==> src/rtl/nssc_pkg.sv <==
// Package for the NACK sequence-set chunker.
// Holds request codes, controller states and the chunk record; no dependencies.
package nssc_pkg;

  localparam int SEQ_W = 16;
  localparam int REACH = 16;

  typedef enum logic [1:0] {
    REQ_ADD     = 2'd0,
    REQ_ADD_FCI = 2'd1,
    REQ_EMIT    = 2'd2,
    REQ_CLEAR   = 2'd3
  } req_t;

  typedef enum logic [3:0] {
    ST_IDLE,
    ST_SCAN_RD,
    ST_SCAN_CHK,
    ST_SHIFT_RD,
    ST_SHIFT_WR,
    ST_PAIR,
    ST_EMIT_RD,
    ST_EMIT_CHK,
    ST_EMIT_LAST
  } state_t;

  typedef struct packed {
    logic [SEQ_W-1:0] pid;
    logic [SEQ_W-1:0] blp;
    logic             valid;
    logic             last;
    logic             ovf;
  } chunk_t;

endpackage

==> src/rtl/nssc_out_reg.sv <==
// Output register for emitted chunks on the master-side stream.
// Depends on nssc_pkg for the chunk record.
module nssc_out_reg
  import nssc_pkg::*;
(
  input  logic         clk,
  input  logic         rst,
  input  logic         load,
  input  chunk_t       item,
  output logic         can_load,
  output logic         m_tvalid,
  input  logic         m_tready,
  output logic [31:0]  m_tdata,   // chunk_pid [15:0], chunk_blp [31:16]
  output logic [1:0]   m_tuser,   // chunk_valid [0], overflowed [1]
  output logic         m_tlast
);

  logic   valid;
  chunk_t held;

  assign can_load = !valid || m_tready;

  always_ff @(posedge clk) begin
    if (rst) begin
      valid <= 1'b0;
    end else if (can_load) begin
      valid <= load;
    end
  end

  always_ff @(posedge clk) begin
    if (can_load && load) begin
      held <= item;
    end
  end

  assign m_tvalid = valid;
  assign m_tdata  = {held.blp, held.pid};
  assign m_tuser  = {held.ovf, held.valid};
  assign m_tlast  = held.last;

endmodule

==> src/rtl/nack_sequence_set_chunker.sv <==
// Top level of the NACK sequence-set chunker: request decode, sorted-set memory
// and its controller. Depends on nssc_pkg and nssc_out_reg.
//
// Usage: requests arrive on the s_ stream, one transaction per request; the
// request code rides in s_tuser and the numbers in s_tdata. Only an emit
// request produces output: one m_ transaction per PID/BLP chunk, m_tlast on
// the final one, and a single chunk with chunk_valid low when the set is empty.
// Work per request, with n entries held and p the sorted position of a new number:
//   add number: search from the first entry up to p, then shift every entry
//     above p up to open a slot (a duplicate or a full set ends at the search);
//   add FCI: one such insert per number, plus a pass over each BLP bit;
//   emit: a walk over all n entries, held while the receiver stalls;
//   clear: complete in its accept cycle alone.
// The work is set by the walk through the entry memory, one read and one
// write per entry moved, with registered read data.
// A chunk waits in an output register, so the next request is taken while a
// result is still pending; when the register is full and m_tready is low the
// walk holds at the next chunk boundary until the receiver drains it.
// Reset empties the set and clears the overflow flag at once; the memory
// needs no clearing pass, since only the first count entries are ever read.
module nack_sequence_set_chunker
  import nssc_pkg::*;
#(
  parameter int CAPACITY = 64
) (
  input  logic         clk,
  input  logic         rst,
  input  logic         s_tvalid,
  output logic         s_tready,
  input  logic [47:0]  s_tdata,   // seq_num [15:0], fci_pid [31:16], fci_blp [47:32]
  input  logic [1:0]   s_tuser,   // req_type [1:0]
  output logic         m_tvalid,
  input  logic         m_tready,
  output logic [31:0]  m_tdata,   // chunk_pid [15:0], chunk_blp [31:16]
  output logic [1:0]   m_tuser,   // chunk_valid [0], overflowed [1]
  output logic         m_tlast
);

  localparam int AW = (CAPACITY > 1) ? $clog2(CAPACITY) : 1;
  localparam int CW = $clog2(CAPACITY + 1);
  localparam logic [CW-1:0] CAP_C = CW'(CAPACITY);

  state_t state, state_next;

  logic [CW-1:0]    count, count_next;
  logic             ovf, ovf_next;
  logic [CW-1:0]    pos, pos_next;
  logic [AW-1:0]    sh, sh_next;
  logic [SEQ_W-1:0] val, val_next;
  logic             pair, pair_next;
  logic [4:0]       bit_idx, bit_idx_next;
  logic [SEQ_W-1:0] pair_pid, pair_pid_next;
  logic [SEQ_W-1:0] pair_blp, pair_blp_next;
  logic             first, first_next;
  logic [SEQ_W-1:0] cpid, cpid_next;
  logic [SEQ_W-1:0] cblp, cblp_next;
  logic             cvalid, cvalid_next;

  logic [SEQ_W-1:0] mem [CAPACITY];
  logic             mem_we, mem_re;
  logic [AW-1:0]    mem_waddr, mem_raddr;
  logic [SEQ_W-1:0] mem_wdata, rdata;

  logic   out_load, can_load;
  chunk_t out_item;

  logic       acc;
  req_t       req;
  logic       scan_end, full, sh_at_pos, far, after_pid;
  logic [SEQ_W-1:0] delta, delta_m1;

  assign s_tready  = (state == ST_IDLE);
  assign acc       = s_tvalid && s_tready;
  assign req       = req_t'(s_tuser);
  assign scan_end  = (pos == count);
  assign full      = (count == CAP_C);
  assign sh_at_pos = (sh == pos[AW-1:0]);
  assign delta     = rdata - cpid;
  assign delta_m1  = delta - 16'd1;
  assign after_pid = (rdata > cpid);
  assign far       = (delta > 16'(REACH));

  always_ff @(posedge clk) begin
    if (mem_we) begin
      mem[mem_waddr] <= mem_wdata;
    end
    if (mem_re) begin
      rdata <= mem[mem_raddr];
    end
  end

  always_comb begin
    state_next = state;
    unique case (state)
      ST_IDLE: begin
        if (acc) begin
          unique case (req)
            REQ_ADD, REQ_ADD_FCI: state_next = ST_SCAN_RD;
            REQ_EMIT:             state_next = (count == '0) ? ST_EMIT_LAST : ST_EMIT_RD;
            REQ_CLEAR:            state_next = ST_IDLE;
            default:              state_next = ST_IDLE;
          endcase
        end
      end
      ST_SCAN_RD: begin
        if (!scan_end) begin
          state_next = ST_SCAN_CHK;
        end else if (full) begin
          state_next = pair ? ST_PAIR : ST_IDLE;
        end else begin
          state_next = ST_SHIFT_RD;
        end
      end
      ST_SCAN_CHK: begin
        if (rdata < val) begin
          state_next = ST_SCAN_RD;
        end else if (rdata == val || full) begin
          state_next = pair ? ST_PAIR : ST_IDLE;
        end else begin
          state_next = ST_SHIFT_RD;
        end
      end
      ST_SHIFT_RD: begin
        if (sh_at_pos) begin
          state_next = pair ? ST_PAIR : ST_IDLE;
        end else begin
          state_next = ST_SHIFT_WR;
        end
      end
      ST_SHIFT_WR: state_next = ST_SHIFT_RD;
      ST_PAIR: begin
        if (bit_idx[4]) begin
          state_next = ST_IDLE;
        end else if (pair_blp[bit_idx[3:0]]) begin
          state_next = ST_SCAN_RD;
        end
      end
      ST_EMIT_RD:  state_next = scan_end ? ST_EMIT_LAST : ST_EMIT_CHK;
      ST_EMIT_CHK: begin
        if (first || !after_pid || !far || can_load) begin
          state_next = ST_EMIT_RD;
        end
      end
      ST_EMIT_LAST: begin
        if (can_load) begin
          state_next = ST_IDLE;
        end
      end
      default: state_next = ST_IDLE;
    endcase
  end

  always_comb begin
    count_next    = count;
    ovf_next      = ovf;
    pos_next      = pos;
    sh_next       = sh;
    val_next      = val;
    pair_next     = pair;
    bit_idx_next  = bit_idx;
    pair_pid_next = pair_pid;
    pair_blp_next = pair_blp;
    first_next    = first;
    cpid_next     = cpid;
    cblp_next     = cblp;
    cvalid_next   = cvalid;
    mem_we        = 1'b0;
    mem_waddr     = sh;
    mem_wdata     = val;
    mem_re        = 1'b0;
    mem_raddr     = pos[AW-1:0];
    out_load      = 1'b0;
    out_item      = '{pid: cpid, blp: cblp, valid: cvalid, last: 1'b0, ovf: ovf};
    unique case (state)
      ST_IDLE: begin
        if (acc) begin
          pos_next     = '0;
          first_next   = 1'b1;
          bit_idx_next = '0;
          unique case (req)
            REQ_ADD: begin
              val_next  = s_tdata[15:0];
              pair_next = 1'b0;
            end
            REQ_ADD_FCI: begin
              val_next      = s_tdata[31:16];
              pair_pid_next = s_tdata[31:16];
              pair_blp_next = s_tdata[47:32];
              pair_next     = 1'b1;
            end
            REQ_EMIT: begin
              cpid_next   = '0;
              cblp_next   = '0;
              cvalid_next = (count != '0);
            end
            REQ_CLEAR: begin
              count_next = '0;
              ovf_next   = 1'b0;
            end
            default: ;
          endcase
        end
      end
      ST_SCAN_RD: begin
        if (!scan_end) begin
          mem_re = 1'b1;
        end else if (full) begin
          ovf_next = 1'b1;
        end else begin
          sh_next = count[AW-1:0];
        end
      end
      ST_SCAN_CHK: begin
        if (rdata < val) begin
          pos_next = pos + 1'b1;
        end else if (rdata != val) begin
          if (full) begin
            ovf_next = 1'b1;
          end else begin
            sh_next = count[AW-1:0];
          end
        end
      end
      ST_SHIFT_RD: begin
        if (sh_at_pos) begin
          mem_we     = 1'b1;
          count_next = count + 1'b1;
        end else begin
          mem_re    = 1'b1;
          mem_raddr = sh - 1'b1;
        end
      end
      ST_SHIFT_WR: begin
        mem_we    = 1'b1;
        mem_wdata = rdata;
        sh_next   = sh - 1'b1;
      end
      ST_PAIR: begin
        if (bit_idx[4]) begin
          pair_next = 1'b0;
        end else begin
          bit_idx_next = bit_idx + 1'b1;
          if (pair_blp[bit_idx[3:0]]) begin
            val_next = pair_pid + 16'(bit_idx) + 16'd1;
            pos_next = '0;
          end
        end
      end
      ST_EMIT_RD: begin
        if (!scan_end) begin
          mem_re = 1'b1;
        end
      end
      ST_EMIT_CHK: begin
        if (first) begin
          cpid_next  = rdata;
          cblp_next  = '0;
          first_next = 1'b0;
          pos_next   = pos + 1'b1;
        end else if (!after_pid) begin
          pos_next = pos + 1'b1;
        end else if (!far) begin
          cblp_next = cblp | (16'd1 << delta_m1[3:0]);
          pos_next  = pos + 1'b1;
        end else if (can_load) begin
          out_load  = 1'b1;
          cpid_next = rdata;
          cblp_next = '0;
          pos_next  = pos + 1'b1;
        end
      end
      ST_EMIT_LAST: begin
        out_item.last = 1'b1;
        out_load      = can_load;
      end
      default: ;
    endcase
  end

  always_ff @(posedge clk) begin
    if (rst) begin
      state <= ST_IDLE;
      count <= '0;
      ovf   <= 1'b0;
      pair  <= 1'b0;
    end else begin
      state <= state_next;
      count <= count_next;
      ovf   <= ovf_next;
      pair  <= pair_next;
    end
  end

  always_ff @(posedge clk) begin
    pos      <= pos_next;
    sh       <= sh_next;
    val      <= val_next;
    bit_idx  <= bit_idx_next;
    pair_pid <= pair_pid_next;
    pair_blp <= pair_blp_next;
    first    <= first_next;
    cpid     <= cpid_next;
    cblp     <= cblp_next;
    cvalid   <= cvalid_next;
  end

  nssc_out_reg u_out (
    .clk      (clk),
    .rst      (rst),
    .load     (out_load),
    .item     (out_item),
    .can_load (can_load),
    .m_tvalid (m_tvalid),
    .m_tready (m_tready),
    .m_tdata  (m_tdata),
    .m_tuser  (m_tuser),
    .m_tlast  (m_tlast)
  );

`ifndef SYNTH
  a_count_bound: assert property (@(posedge clk) disable iff (rst)
    count <= CAP_C)
    else $error("entry count beyond capacity");

  a_clear: assert property (@(posedge clk) disable iff (rst)
    (acc && req == REQ_CLEAR) |=> (count == '0 && !ovf))
    else $error("clear left entries or overflow flag");

  a_emit_keeps_set: assert property (@(posedge clk) disable iff (rst)
    (state == ST_EMIT_RD || state == ST_EMIT_CHK || state == ST_EMIT_LAST)
      |=> ($stable(count) && $stable(ovf)))
    else $error("emit changed the set");

  a_ovf_only_when_full: assert property (@(posedge clk) disable iff (rst)
    (!ovf && ovf_next) |-> full)
    else $error("overflow flagged with room left");

  a_load_when_free: assert property (@(posedge clk) disable iff (rst)
    out_load |-> can_load)
    else $error("chunk loaded over a pending result");
`endif

endmodule
==> config.mk <==
export PLATFORM = sky130hd
export DESIGN_NAME = nack_sequence_set_chunker
export DESIGN_NICKNAME = d
export VERILOG_FILES = /design/src/rtl/nssc_pkg.sv /design/src/rtl/nssc_out_reg.sv /design/src/rtl/nack_sequence_set_chunker.sv
export SDC_FILE = /design/constraint.sdc
export NUM_CORES = 2
export LEC_CHECK = 0
export CORE_MARGIN = 3
export CORE_UTILIZATION = 55
export CTS_BUF_LIST = sky130_fd_sc_hd__clkbuf_16
export DETAILED_ROUTE_END_ITERATION = 8
export DONT_BUFFER_PORTS = 1
export GPL_TIMING_DRIVEN = 0
export PLACE_DENSITY = 0.8
export SKIP_LAST_GASP = 1
export SYNTH_ARGS = -nofsm -noshare
export SYNTH_HDL_FRONTEND = slang
export SYNTH_SLANG_ARGS = --single-unit
==> constraint.sdc <==
create_clock -name clk -period 4.12 [get_ports clk]
set_input_delay 0.412 -clock clk [delete_from_list [all_inputs] [get_ports clk]]
set_output_delay 0.412 -clock clk [all_outputs]
set_load 0.01 [all_outputs]
==> key figures <==
Synthesis
  • Count of cell types in the netlist: 78
  • Synth Warn #: 0
  • Asr flop ratio synth: 0
  • Avg Synthesized Cell Area: 13.5 sq um
  • Seq cells post-synth: 1,189
  • Yosys top cell area share: 0.713
  • Most common cell in the netlist: edfxtp_1
  • Synth Cell Area: 0.0495 sq mm
  • Post-synthesis sequential area ratio: 0.718
  • Number of synthesized flops with an enable pin: 1,175
  • Syn_nets: 3,777
  • Post-synth top cells: edfxtp_1 (1,175), nand2_1 (713), a21oi_1 (200)
  • Top_reg_cell synth: edfxtp_1
  • Top cell type by total area after synthesis: edfxtp_1
  • Synth area leaders: edfxtp_1 (71%), nand2_1 (5.4%), a21oi_1 (2.0%)
  • Synthesized netlist cell count: 3,679

Floorplanning
  • Ports: 91
  • Site Rows: 109
  • Die area: 0.0937 sq mm
  • Starting density of the core: 0.558
  • DIE HEIGHT: 306 um
  • Core area: 0.0888 sq mm
  • Die W: 306 um

Critical path
  • Req. time, crit path: 4500 ps
  • Reg2Reg Launch Point: pos[3]
  • Crit-path slowest cell: a311o_1
  • R2r endpoint: rdata[5]
  • Levels on crit path: 11
  • Worst Setup End Kind: register
  • Worst path arrival time: 4770 ps
  • Cell count of the worst reg-to-reg path: 11
  • Worst path top cell family by delay: compound AO/OA/AOI/OAI gates
  • Flop2flop setup slack: -270 ps
  • Largest stage delay, worst path: 560 ps
  • CP Buf/Inv Count: 3
  • Critical-path maximum fanout: 10
  • CP Launch Type: register
  • Worst path cell trace: buf_6 -> xor2_1 -> nor3_4 -> a21oi_2 -> buf_4 -> mux2i_4 -> nand3_4 -> clkbuf_1 -> o22ai_1 -> a311o_1 -> o22ai_2
  • Kind of critical path: reg2reg

Clock network
  • Clock slew at reported path FFs: 60 ps
  • H-Tree Depth: 3
  • Clock root buffer: clkbuf_16
  • Max clock buf depth: 3
  • Total CTS buffers: 112
  • Clk Latency, worst-skew pair: 710 ps
  • TritonCTS clock tree: done
  • CTS sink count: 1,189

Drt
  • Final wirelength: 154,000 um
  • # DRC: 2
  • Via count: 35,300
  • Post-DR vias/cell: 6.82
  • 1st-iter DRT viols: 6,676
  • ANT nets after route: 0
  • DR pass1 iterations: 9
  • Drt wl/cell: 29.7 um

Global route
  • GR Util All Layers: 0.317
  • Initial antenna violation count: 9
  • Vias in the first global route: 33,600
  • First-pass GRT wire length: 218,000 um
  • Pin count of the biggest net entering global routing: 65
  • GRT overflow: 0

Layout
  • Layout cells sized above 1: 0.155
  • Multi-input gate area: 0.0138 sq mm
  • Final #Nets: 4,017
  • Final cell count without fillers: 5,176
  • # fillers: 5,831
  • Area Growth Syn to Fin: 16.0%
  • Fin util: 0.647
  • Post-route cell area: 0.0574 sq mm
  • Register area: 0.0356 sq mm

Hold path
  • WHS Endpoint: val[11]
  • Min-delay src: s_tdata[27]
  • WHS Path Cells: 2
  • Worst Hold Class: in2reg

Timing
  • Worst relative slew slack: 0.137
  • Hold Vio Cnt, Final: 0
  • Minimum clock period: 4390 ps
  • Fmax: 228 MHz
  • Final setup vio count: 58
  • RSZ-0062 raised after global routing: true
  • Slew @ Worst Pin: 1290 ps
  • Tcrit/Tclk final: 1.07
  • Clock skew: 47.4 ps
  • Worst hold slack: 43.8 ps
  • Max Slew Vio Count: 0
  • Worst setup margin: -269 ps

Power and ir drop
  • Pleak: 19.7 nW
  • PwrDens: 805 mW/mm^2
  • Worst vdd ir: 0.000549 V

Place
  • DP Area: 0.0525 sq mm
  • DP Wirelength: 102,000 um
  • Placed cell count: 4,916
  • GPL Wtd Cong: 1.00
  • # port buffers: 0

Job
  • Max-cap violations: 0

Outcome
  • Status: complete, but fails checks
  • Failing checks: design-rule violations, negative setup slack
[flip-flops by register name (all words and copies together), names as in the netlist, 16 cells and up]
register	flops
pair_blp	16
val	16
cblp	16
mem	1024
cpid	16
u_out.m_tdata	32
rdata	16
pair_pid	16
[what timing repair did]
item / 4_1_cts / 5_1_grt
gates resized for setup: 97 / 179
gates cloned: 1 / 0
setup buffers: 5 / 16
hold buffers: 34 / 0
setup endpoints to repair: 93 / 358
endpoints found under the hold margin: 35 / 0
pin swaps: 4 / 8
[cells in the final DEF, fill, tap and decap left out, drive strengths merged, types with 76 or more instances in the layout]
cell type / synthesis / final
a21oi: 202 / 202
mux2i: 78 / 78
a211oi: 90 / 90
nand3: 139 / 139
edfxtp: 1175 / 1175
nor2: 128 / 129
o21ai: 76 / 76
buf: 124 / 184
a31oi: 87 / 87
and3: 110 / 110
clkbuf: 107 / 249
nand2: 713 / 713
inv: 56 / 88
[area by class of cell]
class,count,share of cell area
multi-input cells,2203,0.240
plain buffers,228,0.0208
flip-flops and latches,1189,0.619
well taps,1165,0.0254
repair buffers,128,0.0294
clock inverters,90,0.0124
inverters,57,0.00373
clock buffers,112,0.0488
diodes,4,0.000174
[kinds of logic (layout without fill, tap and decap cells)]
kind of cell / count (synthesis) / after routing / share of synthesized area
flops: 1189 / 1189 / 0.718
simple gates: 1289 / 1290 / 0.117
xor+xnor: 46 / 46 / 0.00829
buf+inv: 288 / 615 / 0.0250
other cells: 0 / 4 / 0
compound gates: 735 / 735 / 0.100
fa+ha+maj: 44 / 44 / 0.0114
mux: 88 / 88 / 0.0192
[layer usage]
| metal | global-route usage | routed length, um | up-vias |
|---|---|---|---|
| met5 | 0 | 106 | - |
| met4 | 0.189 | 11700 | 10 |
| li1 | - | - | 14500 |
| met2 | 0.486 | 68500 | 3224 |
| met3 | 0.101 | 24000 | 712 |
| met1 | 0.400 | 49600 | 16900 |
[stage by stage]
| step | worst slack [ps] | setup TNS (ps) | power (mW) |
|---|---|---|---|
| 6_report | -269 | -2350 | 46.2 |
| 3_5_place_dp | -956 | -38700 | 33.8 |
| 3_3_place_gp | -5420 | -3536680 | 33.1 |
| 2_1_floorplan | -148 | -94230 | 26.0 |
| 4_1_cts | -128 | -373 | 44.1 |
| 5_1_grt | -252 | -912 | 47.1 |
[worst max path at each step]
stage / startpoint / end / slack, ps
global route: pos[3] / rdata[5] / -250
detailed placement: state[3] / rdata[12] / -960
global placement: state[0] / mem[58][4] / -5420
CTS: pos[3] / rdata[12] / -130
floorplan: state[0] / mem[0][11] / -150
finish: pos[3] / rdata[5] / -270
[power by group]
part	internal (mW)	total, mW	leakage (nW)	switching [mW]
Combinational	5.57	20.4	7.18	14.8
Sequential	15.5	15.9	10.7	0.324
Clock	5.55	10.0	1.81	4.48
Total	26.6	46.2	19.7	19.6
Power figures use the tool's default switching activity.
